===== src/polyline_split_at_point_macros.svh =====
// Assertion macros for the polyline splitter
`ifndef POLYLINE_SPLIT_AT_POINT_MACROS_SVH
`define POLYLINE_SPLIT_AT_POINT_MACROS_SVH
`define PSP_ASSERT_IMPL(lbl, a, c, msg) \
    lbl: assert property (@(posedge clk) disable iff (!rst_n) (a) |-> (c)) else $error(msg);
`define PSP_ASSERT_NEXT(lbl, a, c, msg) \
    lbl: assert property (@(posedge clk) disable iff (!rst_n) (a) |=> (c)) else $error(msg);
`endif


===== src/psp_pkg.sv =====
package psp_pkg;
    localparam int COORD_WIDTH = 24;
    localparam int THR_WIDTH   = COORD_WIDTH - 1;
    localparam int DIFF_WIDTH  = COORD_WIDTH + 1;
    localparam int PROD_WIDTH  = 2 * DIFF_WIDTH;
    localparam int CNT_WIDTH   = $clog2(PROD_WIDTH + 1);

    localparam logic [1:0] KIND_MOVE  = 2'd0;
    localparam logic [1:0] KIND_LINE  = 2'd1;
    localparam logic [1:0] KIND_CURVE = 2'd2;

    localparam logic [1:0] REG_CUT_X = 2'd0;
    localparam logic [1:0] REG_CUT_Y = 2'd1;
    localparam logic [1:0] REG_THR   = 2'd2;

    localparam logic [THR_WIDTH-1:0] THR_RESET = THR_WIDTH'(1280);

    typedef struct packed {
        logic [1:0]                    elem_kind;
        logic signed [COORD_WIDTH-1:0] elem_x;
        logic signed [COORD_WIDTH-1:0] elem_y;
        logic                          path_start;
    } in_item_t;

    typedef struct packed {
        logic                          target_path;
        logic                          command;
        logic signed [COORD_WIDTH-1:0] out_x;
        logic signed [COORD_WIDTH-1:0] out_y;
        logic                          cut_done;
        logic                          run_last;
    } out_item_t;

    // controller -> datapath
    typedef struct packed {
        logic load;     // capture input, compute hit
        logic div_start;
        logic div_step;
        logic emit_sel_split; // 0 end/move item, 1 split items
        logic split_second;
    } dp_cmd_t;

    // datapath -> controller
    typedef struct packed {
        logic skip;
        logic is_move;
        logic is_line;
        logic do_split;
        logic need_div;
        logic div_done;
    } dp_status_t;
endpackage


===== src/polyline_split_at_point.sv =====
// Polyline splitter. One element is taken at a time: a move or an unsplit line
// waits on output stalls, and the one split line that needs the projection
// also waits on the bit-serial rounding divider (one quotient bit per cycle
// over the 50-bit product, then an add and saturate). Results: moveTo/lineTo
// items with path selector; run_last marks the final item of each element.
`include "polyline_split_at_point_macros.svh"
module polyline_split_at_point
    import psp_pkg::*;
(
    input  logic                   clk,
    input  logic                   rst_n,
    input  logic                   cfg_we,
    input  logic [1:0]             cfg_index,
    input  logic [COORD_WIDTH-1:0] cfg_data,
    input  logic                   in_valid,
    output logic                   in_stall,
    input  in_item_t               in_data,
    output logic                   out_valid,
    input  logic                   out_stall,
    output out_item_t              out_data
);
    dp_cmd_t    cmd;
    dp_status_t status;

    psp_control u_ctrl (
        .clk(clk), .rst_n(rst_n), .in_valid(in_valid), .in_stall(in_stall),
        .out_valid(out_valid), .out_stall(out_stall), .status(status), .cmd(cmd)
    );
    psp_datapath u_dp (
        .clk(clk), .rst_n(rst_n), .cfg_we(cfg_we), .cfg_index(cfg_index),
        .cfg_data(cfg_data), .in_item(in_data), .cmd(cmd), .status(status),
        .item(out_data)
    );

    `PSP_ASSERT_IMPL(a_no_accept_while_out, out_valid, in_stall, "input taken during output")
    `PSP_ASSERT_NEXT(a_last_ends, out_valid && !out_stall && out_data.run_last, !out_valid,
        "output continues after last")
    `PSP_ASSERT_IMPL(a_split_first, out_valid && !out_data.run_last && !out_data.target_path,
        out_data.cut_done, "split without cut")
endmodule


===== src/psp_datapath.sv =====
module psp_datapath
    import psp_pkg::*;
(
    input  logic                   clk,
    input  logic                   rst_n,
    input  logic                   cfg_we,
    input  logic [1:0]             cfg_index,
    input  logic [COORD_WIDTH-1:0] cfg_data,
    input  in_item_t               in_item,
    input  dp_cmd_t                cmd,
    output dp_status_t             status,
    output out_item_t              item
);
    logic signed [COORD_WIDTH-1:0] cut_x_reg, cut_y_reg;
    logic [THR_WIDTH-1:0]          thr_reg;
    logic signed [COORD_WIDTH-1:0] last_x_reg, last_y_reg;
    logic past_cut_reg, skip_next_reg, line_pending_reg;

    logic signed [COORD_WIDTH-1:0] ex_reg, ey_reg;
    logic skip_reg, move_reg, line_reg, split_reg, need_div_reg, xsteep_reg;
    logic signed [COORD_WIDTH-1:0] base_reg; // coordinate projected from
    logic signed [COORD_WIDTH-1:0] px_reg, py_reg;
    logic neg_reg;

    // serial divider
    logic [PROD_WIDTH-1:0] dvd_reg;
    logic [DIFF_WIDTH:0]   rem_reg;
    logic [DIFF_WIDTH-1:0] dvs_reg;
    logic [PROD_WIDTH-1:0] quo_reg;
    logic [CNT_WIDTH-1:0]  cnt_reg;

    // effective state after path_start
    logic signed [COORD_WIDTH-1:0] lx, ly;
    logic pc, sn, lp;
    logic [1:0] kind;
    logic signed [DIFF_WIDTH-1:0] dx, dy, adx, ady, hx, hy, sx, sy, cx2, cy2, nx, ny;
    logic signed [DIFF_WIDTH+1:0] sxl, sxh, syl, syh;
    logic hit;
    logic signed [DIFF_WIDTH-1:0] d_other, d_steep, num;
    logic signed [PROD_WIDTH-1:0] prod;
    logic [PROD_WIDTH-1:0] mprod;
    logic [DIFF_WIDTH:0] rem_sh, rem_sub;
    logic signed [PROD_WIDTH+1:0] proj;
    logic signed [COORD_WIDTH-1:0] proj_sat;
    localparam logic signed [PROD_WIDTH+1:0] CMAX = (PROD_WIDTH+2)'((1 << (COORD_WIDTH-1)) - 1);
    localparam logic signed [PROD_WIDTH+1:0] CMIN = -CMAX - 1;

    always_comb
    begin
        lx = in_item.path_start ? '0 : last_x_reg;
        ly = in_item.path_start ? '0 : last_y_reg;
        pc = in_item.path_start ? 1'b0 : past_cut_reg;
        sn = in_item.path_start ? 1'b0 : skip_next_reg;
        lp = in_item.path_start ? 1'b0 : line_pending_reg;
        kind = lp ? KIND_LINE : in_item.elem_kind;
        dx = DIFF_WIDTH'(in_item.elem_x) - DIFF_WIDTH'(lx);
        dy = DIFF_WIDTH'(in_item.elem_y) - DIFF_WIDTH'(ly);
        adx = dx[DIFF_WIDTH-1] ? -dx : dx;
        ady = dy[DIFF_WIDTH-1] ? -dy : dy;
        hx = (adx > $signed({2'b0, thr_reg})) ? adx : $signed({2'b0, thr_reg});
        hy = (ady > $signed({2'b0, thr_reg})) ? ady : $signed({2'b0, thr_reg});
        sx = DIFF_WIDTH'(in_item.elem_x) + DIFF_WIDTH'(lx);
        sy = DIFF_WIDTH'(in_item.elem_y) + DIFF_WIDTH'(ly);
        cx2 = {cut_x_reg, 1'b0};
        cy2 = {cut_y_reg, 1'b0};
        sxl = (DIFF_WIDTH+2)'(sx) - (DIFF_WIDTH+2)'(hx);
        sxh = (DIFF_WIDTH+2)'(sx) + (DIFF_WIDTH+2)'(hx);
        syl = (DIFF_WIDTH+2)'(sy) - (DIFF_WIDTH+2)'(hy);
        syh = (DIFF_WIDTH+2)'(sy) + (DIFF_WIDTH+2)'(hy);
        hit = ((DIFF_WIDTH+2)'(cx2) >= sxl) && ((DIFF_WIDTH+2)'(cx2) <= sxh)
           && ((DIFF_WIDTH+2)'(cy2) >= syl) && ((DIFF_WIDTH+2)'(cy2) <= syh);
        nx = DIFF_WIDTH'(cut_x_reg) - DIFF_WIDTH'(lx);
        ny = DIFF_WIDTH'(cut_y_reg) - DIFF_WIDTH'(ly);
        // x-steep means |dx| < |dy|: project x from y
        d_other = (adx < ady) ? dx : dy;
        d_steep = (adx < ady) ? dy : dx;
        num     = (adx < ady) ? ny : nx;
        prod  = d_other * num;
        mprod = prod[PROD_WIDTH-1] ? PROD_WIDTH'(-prod) : PROD_WIDTH'(prod);
        rem_sh  = {rem_reg[DIFF_WIDTH-1:0], dvd_reg[PROD_WIDTH-1]};
        rem_sub = rem_sh - {1'b0, dvs_reg};
        proj = neg_reg ? (PROD_WIDTH+2)'(base_reg) - (PROD_WIDTH+2)'(quo_reg)
                       : (PROD_WIDTH+2)'(base_reg) + (PROD_WIDTH+2)'(quo_reg);
        proj_sat = (proj > CMAX) ? COORD_WIDTH'(CMAX)
                 : (proj < CMIN) ? COORD_WIDTH'(CMIN) : COORD_WIDTH'(proj);
    end

    always_ff @(posedge clk or negedge rst_n)
    begin
        if (!rst_n)
        begin
            cut_x_reg <= '0;
            cut_y_reg <= '0;
            thr_reg <= THR_RESET;
            last_x_reg <= '0;
            last_y_reg <= '0;
            past_cut_reg <= 1'b0;
            skip_next_reg <= 1'b0;
            line_pending_reg <= 1'b0;
        end
        else
        begin
            if (cfg_we)
            begin
                case (cfg_index)
                    REG_CUT_X: cut_x_reg <= cfg_data;
                    REG_CUT_Y: cut_y_reg <= cfg_data;
                    REG_THR:   thr_reg <= cfg_data[THR_WIDTH-1:0];
                    default: ;
                endcase
            end
            if (cmd.load)
            begin
                // state update happens at once; outputs use the captured copy
                last_x_reg <= lx;
                last_y_reg <= ly;
                past_cut_reg <= pc;
                if (sn)
                begin
                    skip_next_reg <= 1'b0;
                    line_pending_reg <= lp;
                end
                else
                begin
                    skip_next_reg <= (kind == KIND_CURVE);
                    line_pending_reg <= (kind == KIND_CURVE);
                    if (kind == KIND_MOVE || kind == KIND_LINE)
                    begin
                        last_x_reg <= in_item.elem_x;
                        last_y_reg <= in_item.elem_y;
                    end
                    if (kind == KIND_LINE && !pc && hit)
                        past_cut_reg <= 1'b1;
                end
            end
        end
    end

    always_ff @(posedge clk)
    begin
        if (cmd.load)
        begin
            ex_reg <= in_item.elem_x;
            ey_reg <= in_item.elem_y;
            skip_reg <= sn;
            move_reg <= !sn && kind == KIND_MOVE;
            line_reg <= !sn && kind == KIND_LINE;
            split_reg <= !sn && kind == KIND_LINE && !pc && hit;
            need_div_reg <= (adx != '0) || (ady != '0);
            xsteep_reg <= adx < ady;
            base_reg <= (adx < ady) ? lx : ly;
            neg_reg <= prod[PROD_WIDTH-1] ^ d_steep[DIFF_WIDTH-1];
            px_reg <= ((adx == '0) && (ady == '0)) ? lx : cut_x_reg;
            py_reg <= ((adx == '0) && (ady == '0)) ? ly : cut_y_reg;
            dvd_reg <= mprod + PROD_WIDTH'(((d_steep[DIFF_WIDTH-1] ? -d_steep : d_steep)) >>> 1);
            dvs_reg <= d_steep[DIFF_WIDTH-1] ? DIFF_WIDTH'(-d_steep) : DIFF_WIDTH'(d_steep);
            rem_reg <= '0;
            quo_reg <= '0;
            cnt_reg <= '0;
        end
        else if (cmd.div_step)
        begin
            dvd_reg <= {dvd_reg[PROD_WIDTH-2:0], 1'b0};
            if (!rem_sub[DIFF_WIDTH])
            begin
                rem_reg <= rem_sub;
                quo_reg <= {quo_reg[PROD_WIDTH-2:0], 1'b1};
            end
            else
            begin
                rem_reg <= rem_sh;
                quo_reg <= {quo_reg[PROD_WIDTH-2:0], 1'b0};
            end
            cnt_reg <= cnt_reg + 1'b1;
        end
        else if (cmd.div_start)
        begin
            if (xsteep_reg)
                px_reg <= proj_sat;
            else
                py_reg <= proj_sat;
        end
    end

    always_comb
    begin
        status.skip = skip_reg;
        status.is_move = move_reg;
        status.is_line = line_reg;
        status.do_split = split_reg;
        status.need_div = need_div_reg;
        status.div_done = (cnt_reg == CNT_WIDTH'(PROD_WIDTH));
        item.cut_done = past_cut_reg;
        if (cmd.emit_sel_split)
        begin
            item.target_path = cmd.split_second;
            item.command = !cmd.split_second;
            item.out_x = px_reg;
            item.out_y = py_reg;
            item.run_last = 1'b0;
        end
        else
        begin
            item.target_path = past_cut_reg;
            item.command = line_reg;
            item.out_x = ex_reg;
            item.out_y = ey_reg;
            item.run_last = 1'b1;
        end
    end
endmodule


===== src/psp_control.sv =====
module psp_control
    import psp_pkg::*;
(
    input  logic       clk,
    input  logic       rst_n,
    input  logic       in_valid,
    output logic       in_stall,
    output logic       out_valid,
    input  logic       out_stall,
    input  dp_status_t status,
    output dp_cmd_t    cmd
);
    localparam logic [2:0] S_IDLE = 3'd0;
    localparam logic [2:0] S_DECIDE = 3'd1;
    localparam logic [2:0] S_DIV = 3'd2;
    localparam logic [2:0] S_FIX = 3'd3;
    localparam logic [2:0] S_SPLIT1 = 3'd4;
    localparam logic [2:0] S_SPLIT2 = 3'd5;
    localparam logic [2:0] S_END = 3'd6;

    logic [2:0] state_reg, state_next;

    always_comb
    begin
        state_next = state_reg;
        cmd = '0;
        in_stall = 1'b1;
        out_valid = 1'b0;
        case (state_reg)
            S_IDLE:
            begin
                in_stall = 1'b0;
                if (in_valid)
                begin
                    cmd.load = 1'b1;
                    state_next = S_DECIDE;
                end
            end
            S_DECIDE:
            begin
                if (status.skip || !(status.is_move || status.is_line))
                    state_next = S_IDLE;
                else if (status.do_split)
                    state_next = status.need_div ? S_DIV : S_SPLIT1;
                else
                    state_next = S_END;
            end
            S_DIV:
            begin
                cmd.div_step = 1'b1;
                if (status.div_done)
                begin
                    cmd.div_step = 1'b0;
                    cmd.div_start = 1'b1;
                    state_next = S_SPLIT1;
                end
            end
            S_FIX: state_next = S_SPLIT1;
            S_SPLIT1:
            begin
                out_valid = 1'b1;
                cmd.emit_sel_split = 1'b1;
                if (!out_stall)
                    state_next = S_SPLIT2;
            end
            S_SPLIT2:
            begin
                out_valid = 1'b1;
                cmd.emit_sel_split = 1'b1;
                cmd.split_second = 1'b1;
                if (!out_stall)
                    state_next = S_END;
            end
            S_END:
            begin
                out_valid = 1'b1;
                if (!out_stall)
                    state_next = S_IDLE;
            end
            default: state_next = S_IDLE;
        endcase
    end

    always_ff @(posedge clk or negedge rst_n)
    begin
        if (!rst_n)
            state_reg <= S_IDLE;
        else
            state_reg <= state_next;
    end
endmodule


===== config.mk =====
export PLATFORM = sky130hd
export DESIGN_NAME = polyline_split_at_point
export DESIGN_NICKNAME = d
export VERILOG_FILES = /design/src/psp_pkg.sv /design/src/polyline_split_at_point.sv /design/src/psp_datapath.sv /design/src/psp_control.sv
export VERILOG_INCLUDE_DIRS = /design/src /design/src/src
export SDC_FILE = /design/constraint.sdc
export NUM_CORES = 2
export LEC_CHECK = 0
export ABC_CLOCK_PERIOD_IN_PS = 15800
export BUFFER_PORTS_ARGS = -buffer_cell sky130_fd_sc_hd__buf_4
export CELL_PAD_IN_SITES_DETAIL_PLACEMENT = 0
export CELL_PAD_IN_SITES_GLOBAL_PLACEMENT = 1
export CORE_MARGIN = 4
export CORE_UTILIZATION = 46
export DETAILED_ROUTE_END_ITERATION = 10
export PLACE_DENSITY_LB_ADDON = 0.3
export SETUP_SLACK_MARGIN = 0.05
export SLEW_MARGIN = 15
export SYNTH_ARGS = -nofsm -noshare
export SYNTH_HDL_FRONTEND = slang
export SYNTH_HIERARCHICAL = 1
export SYNTH_SLANG_ARGS = --single-unit

===== constraint.sdc =====
create_clock -name clk -period 15.8 [get_ports clk]
set_input_delay 2.37 -clock clk [delete_from_list [all_inputs] [get_ports clk]]
set_output_delay 2.37 -clock clk [all_outputs]
set_load 0.05 [all_outputs]

=== After elaboration in Yosys (flattened, before gate mapping) ===
Index checks and enable logic that the tools add are counted.

* Reduce and logical (&&, ||, !) cells: 36
* Order comparisons: 9
* $mul: 1
* Equal/unequal tests: 18
* Multiplexer cells: 61
* Add/sub/neg operators: 20
* Bitwise operators: 1

{| class="wikitable"
|+ Operator list
! operator !! number
|-
| 24-bit 2-to-1 mux || 20
|-
| 50-bit 2-to-1 mux || 5
|-
| 25-bit 2-to-1 mux || 8
|-
| 24-bit by 24-bit subtractor with 25-bit output || 4
|-
| 25-bit negator || 3
|-
| 24-bit by 51-bit adder with 52-bit output || 1
|-
| 25-bit by 25-bit adder with 26-bit output || 2
|-
| 25-bit by 26-bit >= comparator with 1-bit output || 2
|-
| 52-bit by 24-bit > comparator with 1-bit output, second input constant || 1
|-
| 25-bit by 26-bit <= comparator with 1-bit output || 2
|-
| 52-bit by 24-bit less-than comparator with 1-bit output, second input constant || 1
|-
| 52-bit 2-to-1 mux || 1
|-
| 24-bit by 51-bit subtractor with 52-bit output || 1
|-
| 25-bit by 25-bit subtractor with 26-bit output || 2
|-
| 24-bit by 24-bit adder with 25-bit output || 2
|-
| 50-bit adder || 1
|-
| 25-bit by 24-bit > comparator with 1-bit output || 2
|-
| 25-bit zero test || 2
|-
| 25-bit by 25-bit multiplier with 50-bit output || 1
|-
| 25-bit negator with 50-bit output || 1
|-
| 50-bit negator || 1
|-
| 25-bit nonzero test || 2
|-
| 26-bit by 25-bit subtractor with 26-bit output || 1
|-
| 25-bit less-than comparator || 1
|-
| 25 further kinds || 79
|}

* Logic and storage cells: 173
* Bits in registers: 408
* Output and inout bits: 54

=== Depth between registers and ports, before layout ===
* Depth after elaboration: 14
* Mapped depth: 82
* Mapped depth without buffers: 72

=== Hierarchy ===
The synthesis kept the hierarchy.

{| class="wikitable"
|+ By module, submodules not included
! module !! instances !! area each (µm²) !! cells each
|-
| psp_datapath || 1 || 67204.5 || 7613
|-
| psp_control || 1 || 326.6 || 33
|}

=== Worst setup path after synthesis ===
Ideal clock, no wire load.

* Kind: in2reg
* Start: in in_data[0] in the netlist's numbering
* End: reg u_dp.dvd_reg[47], data pin
* Data arrival time: 19.517 ns
* Path buffers: 11
* Stages: 76
* Path slack: -3.976 ns
* Cells stage by stage: clkbuf_1 > clkbuf_1 > nor2b_1 > inv_1 > ha_1 > clkbuf_1 > o21ai_0 > a2111oi_2 > o31ai_1 > a21oi_1 > o21ai_0 > nand3_1 > and2_1 > clkbuf_1 > clkbuf_1 > nor2_1 > xor2_1 > ha_1 > [... 40 more ...] > xnor2_1 > clkbuf_1 > nor2_1 > xor2_1 > ha_1 > o21a_1 > a2111oi_0 > o41a_1 > o22ai_1 > a31oi_1 > a311o_1 > a31oi_1 > o311a_1 > o41a_1 > a221o_1 > a221o_1 > xor2_1 > mux2_2

* Longest elaborated chain between the ends: 11

{| class="wikitable"
|+ RTL lines
! what !! RTL line !! text
|-
| from (decl) || polyline_split_at_point.sv:17 || <nowiki>input in_item_t in_data,</nowiki>
|-
| 24-bit 2-to-1 mux (on tied branches) || psp_datapath.sv:50, psp_datapath.sv:51 ||
|-
| 24-bit by 24-bit subtractor with 25-bit output (on tied branches) || psp_datapath.sv:56, psp_datapath.sv:57 ||
|-
| 25-bit negator (on tied branches) || psp_datapath.sv:58, psp_datapath.sv:59 ||
|-
| 25-bit 2-to-1 mux (on tied branches) || psp_datapath.sv:58, psp_datapath.sv:59 ||
|-
| 25-bit less-than comparator || psp_datapath.sv:75, psp_datapath.sv:76, psp_datapath.sv:77 ||
|-
| 25-bit 2-to-1 mux (on tied branches) || psp_datapath.sv:75, psp_datapath.sv:77 ||
|-
| 25-bit by 25-bit multiplier with 50-bit output || psp_datapath.sv:78 || <nowiki>prod = d_other * num;</nowiki>
|-
| 50-bit negator || psp_datapath.sv:79 || <nowiki>mprod = prod[PROD_WIDTH-1] ? PROD_WIDTH'(-prod) : PROD_WIDTH'(prod);</nowiki>
|-
| 50-bit 2-to-1 mux || psp_datapath.sv:79 ||
|-
| 50-bit adder (*) || psp_datapath.sv:155 || <nowiki>dvd_reg <= mprod + PROD_WIDTH'(((d_steep[DIFF_WIDTH-1] ? -d_steep : d_steep)) >>> 1);</nowiki>
|-
| 50-bit 2-to-1 mux (*) || psp_datapath.sv:141 || <nowiki>if (cmd.load)</nowiki>
|-
| to (signal assigned) || psp_datapath.sv:155 ||
|-
| to (signal assigned) || psp_datapath.sv:163 || <nowiki>dvd_reg <= {dvd_reg[PROD_WIDTH-2:0], 1'b0};</nowiki>
|-
| to (decl) || psp_datapath.sv:26 || <nowiki>logic [PROD_WIDTH-1:0] dvd_reg;</nowiki>
|}

Mark *: on every way between the ends. The rest lies on a longest branch, timed or not.
A chain may end at the register's enable or synchronous reset.

=== Worst setup path after layout ===
* Start: in in_data[0] in the netlist's numbering
* End: reg u_dp.dvd_reg[49], data pin

The elaborated chain is that of the path after synthesis.

==> flow_summary.toml <==
[cts]
clock_sinks = 408
clk_transition_reported_paths_ns = 0.06
h-tree-depth = 2
clock_buffer_count_from_cts = 49
clock-root-buffer = "sky130_fd_sc_hd__clkbuf_16"
tritoncts = "built"
cts-root-to-sink-buffers = 3
clkLatencyLatePin_ns = 0.65
hold_buffers_post_cts = 0

[sta]
setup_ws_ns = -2.103
maxClockFrequency_mhz = 55.86
tightest_slew_ns = 1.265
fin_setup_tns_ns = -49.72
slew_violations = 0
maxSlewHeadroom_pct = 15.34
fin_crit_share_pct = 113.3
layout_min_cycle_time_ns = 17.90
final-hold-violation-count = 0
worst_clk_skew_ns = 0.04056
rsz0062_at_grt = "yes"
setup_violations = 44

[drt]
drcViolationCount = 0
totalWireLength_mm = 268.2
dr.first_iter.drc_count = 4223
routed_via_density = 5.604
drt_pass1_iterations = 6
wl_per_cell_um = 24.41
overall_via_count_from_detail_route = 61560
antenna_violating_nets_post_route = 0

[yosys]
synth_area_per_cell_um2 = 8.832
yosysWarningCount = 6
syn_inst = 7646
ys_seq_elements = 408
yosys.area.top_type = "sky130_fd_sc_hd__fa_1"
yosys_most_used_dff = "sky130_fd_sc_hd__edfxtp_1"
number_of_flops_mapped_to_enable_cells_by_yosys = 202
yosys-top-cells-area = "sky130_fd_sc_hd__fa_1 20%, sky130_fd_sc_hd__ha_1 13%, sky130_fd_sc_hd__edfxtp_1 9.0%"
synth_top_area_share_pct = 19.92
synth_cell_type_count = 123
yosys.cell_count.top_type = "sky130_fd_sc_hd__inv_1"
synth_commonest_cells = "962 x sky130_fd_sc_hd__inv_1, 749 x sky130_fd_sc_hd__nor2_1, 685 x sky130_fd_sc_hd__ha_1"
async_flop_share_pct = 30.64
seq_area_frac_synth_pct = 16.02
synthesis.area_um2 = 67530

[floorplanning]
start_util_pct = 46.34
die_footprint_um2 = 153000
floorplan.die.width_um = 391.2
site_rows = 140
boundaryPins = 136
die_h_um = 391.2
core_region_area_um2 = 145700

[min_path]
hold_path.class = "flop to flop"

[worst_setup_path]
slowest_stage_cell_on_the_critical_path = "sky130_fd_sc_hd__fa_2"
max_stage_delay_ns = 0.60
crit_path_required_time_ns = 16.25
cp_max_fo = 13
endpoint_kind = "flop"
critical_path.startpoint_type = "input port"
timing_worst_setup_path_type = "input port to flop"
worst_ep_arrival_time_ns = 18.35

[run_status]
violations_in_the_final_reports = "setup timing"
run_status = "complete, but fails checks"

[grt]
first_global_vias = 63360
grt_pass1_wl_mm = 397.7
grt_start_max_net_pins = 71
global_route.usage.total_pct = 34.78
grt_antenna_before_repair = 4
gr-total-overflow = 0

[finish]
final_layout_size_suffix_gt1_share_pct = 26.40
multi_input_area_um2 = 54020
finish.net_count = 10460
fillCellCount = 13080
area_growth_pct = 26.90
final-instance-count-excl-fill = 10990
combined_flip_flop_and_latch_cell_area_um2 = 10820

[run]
max-cap-violations = 0

[placement]
dp_cells = 10750
numPortBuffers = 135
detailed_place_hpwl_mm = 228.2
gp_congestion = 1.061
[critical path, delay by kind of cell]
family | cells | cell delay, ns
xor+xnor | 3 | 0.47
compound gates | 28 | 6.37
fa+ha+maj | 12 | 5.04
simple gates | 13 | 2.24
buf+inv | 15 | 1.82
[cells by family (layout without fill, tap and decap cells)]
group | after synthesis | in the layout | share of synthesized area [%]
buffers and inverters | 1290 | 2679 | 7.689
xor gates and xnor gates | 518 | 518 | 6.746
DFF | 408 | 408 | 16.02
and+or+nand+nor | 2112 | 2112 | 14.79
other | 2 | 35 | 0.01112
AOI/OAI and AO/OA | 1543 | 1543 | 15.58
adders and majority gates | 1358 | 1358 | 32.63
muxes | 415 | 415 | 6.535
[final cells by class]
type	count	share of cell area, %
diodes	6	0.01752
clock buffers	60	1.599
clock inverters	31	0.4336
inverters	966	4.249
multi-input cells	5975	63.04
flip-flops and latches	408	12.62
well taps	1917	2.799
repair buffers	1622	15.24
[metal layers]
metal | up-vias | GRT usage, % | wire length (um)
met5 | - | 0 | 24
met4 | 4 | 22.08 | 21680
met3 | 581 | 3.766 | 13880
met2 | 1932 | 59.15 | 127200
met1 | 30360 | 42.11 | 105400
li1 | 28690 | - | -
[what timing repair did]
item,CTS,global route
pin swaps,157,104
hold endpoints to repair,0,0
resized for setup,275,161
cloned,7,0
buffers inserted,99,51
setup endpoints to repair,49,48
[through the flow]
step	util [%]	hold WS, ns	area [um2]	worst slack (ns)
after floorplan	-	0.4541	68620	-2.260
after global placement	55.46	0.4665	80830	-3.500
after detailed placement	55.46	0.4748	80830	-3.748
after CTS	58.12	0.4887	84710	-1.943
after global routing	58.80	0.5034	85690	-2.569
final	58.80	0.4887	85700	-2.103
[placed cells by master, fill, tap and decap left out, types with 50 or more instances in the layout]
cell type / count
sky130_fd_sc_hd__buf_4: 1519
sky130_fd_sc_hd__inv_1: 942
sky130_fd_sc_hd__nor2_1: 717
sky130_fd_sc_hd__fa_1: 656
sky130_fd_sc_hd__ha_1: 652
sky130_fd_sc_hd__nand2_1: 514
sky130_fd_sc_hd__a21oi_1: 348
sky130_fd_sc_hd__xnor2_1: 344
sky130_fd_sc_hd__mux2i_1: 217
sky130_fd_sc_hd__o21ai_0: 213
sky130_fd_sc_hd__edfxtp_1: 202
sky130_fd_sc_hd__mux2_2: 167
sky130_fd_sc_hd__nand2b_1: 145
sky130_fd_sc_hd__a21o_1: 144
sky130_fd_sc_hd__xor2_1: 139
sky130_fd_sc_hd__dfrtp_1: 123
sky130_fd_sc_hd__nor3_1: 111
sky130_fd_sc_hd__o21a_1: 95
sky130_fd_sc_hd__nor2b_1: 89
sky130_fd_sc_hd__dfxtp_1: 81
sky130_fd_sc_hd__nand3_1: 77
sky130_fd_sc_hd__o21bai_1: 77
sky130_fd_sc_hd__nand4_1: 60
sky130_fd_sc_hd__a31oi_1: 55
sky130_fd_sc_hd__and2_1: 53
sky130_fd_sc_hd__a22o_1: 52
sky130_fd_sc_hd__clkbuf_16: 51
sky130_fd_sc_hd__a211oi_1: 51
sky130_fd_sc_hd__buf_6: 50
[final timing paths]
path / end / cells after the start / slack [ns] / startpoint
setup / recovery: u_dp/dvd_reg[49] / 71 / -2.10 / in_data[0]
setup reg to reg: u_dp/dvd_reg[49] / 69 / -0.53 / u_dp/last_x_reg[0]
max in group asynchronous: u_dp/last_y_reg[12] / 2 / 12.71 / rst_n
hold reg to reg: u_dp/rem_reg[0] / 2 / 0.49 / u_dp/rem_reg[0]
min in group asynchronous: u_dp/last_x_reg[23] / 1 / 1.67 / rst_n
hold / removal: u_dp/rem_reg[0] / 2 / 0.49 / u_dp/rem_reg[0]
Power is left out: the tool's default activity adds up to more than one toggle a clock period on the data nets, which glitch-free logic cannot reach.
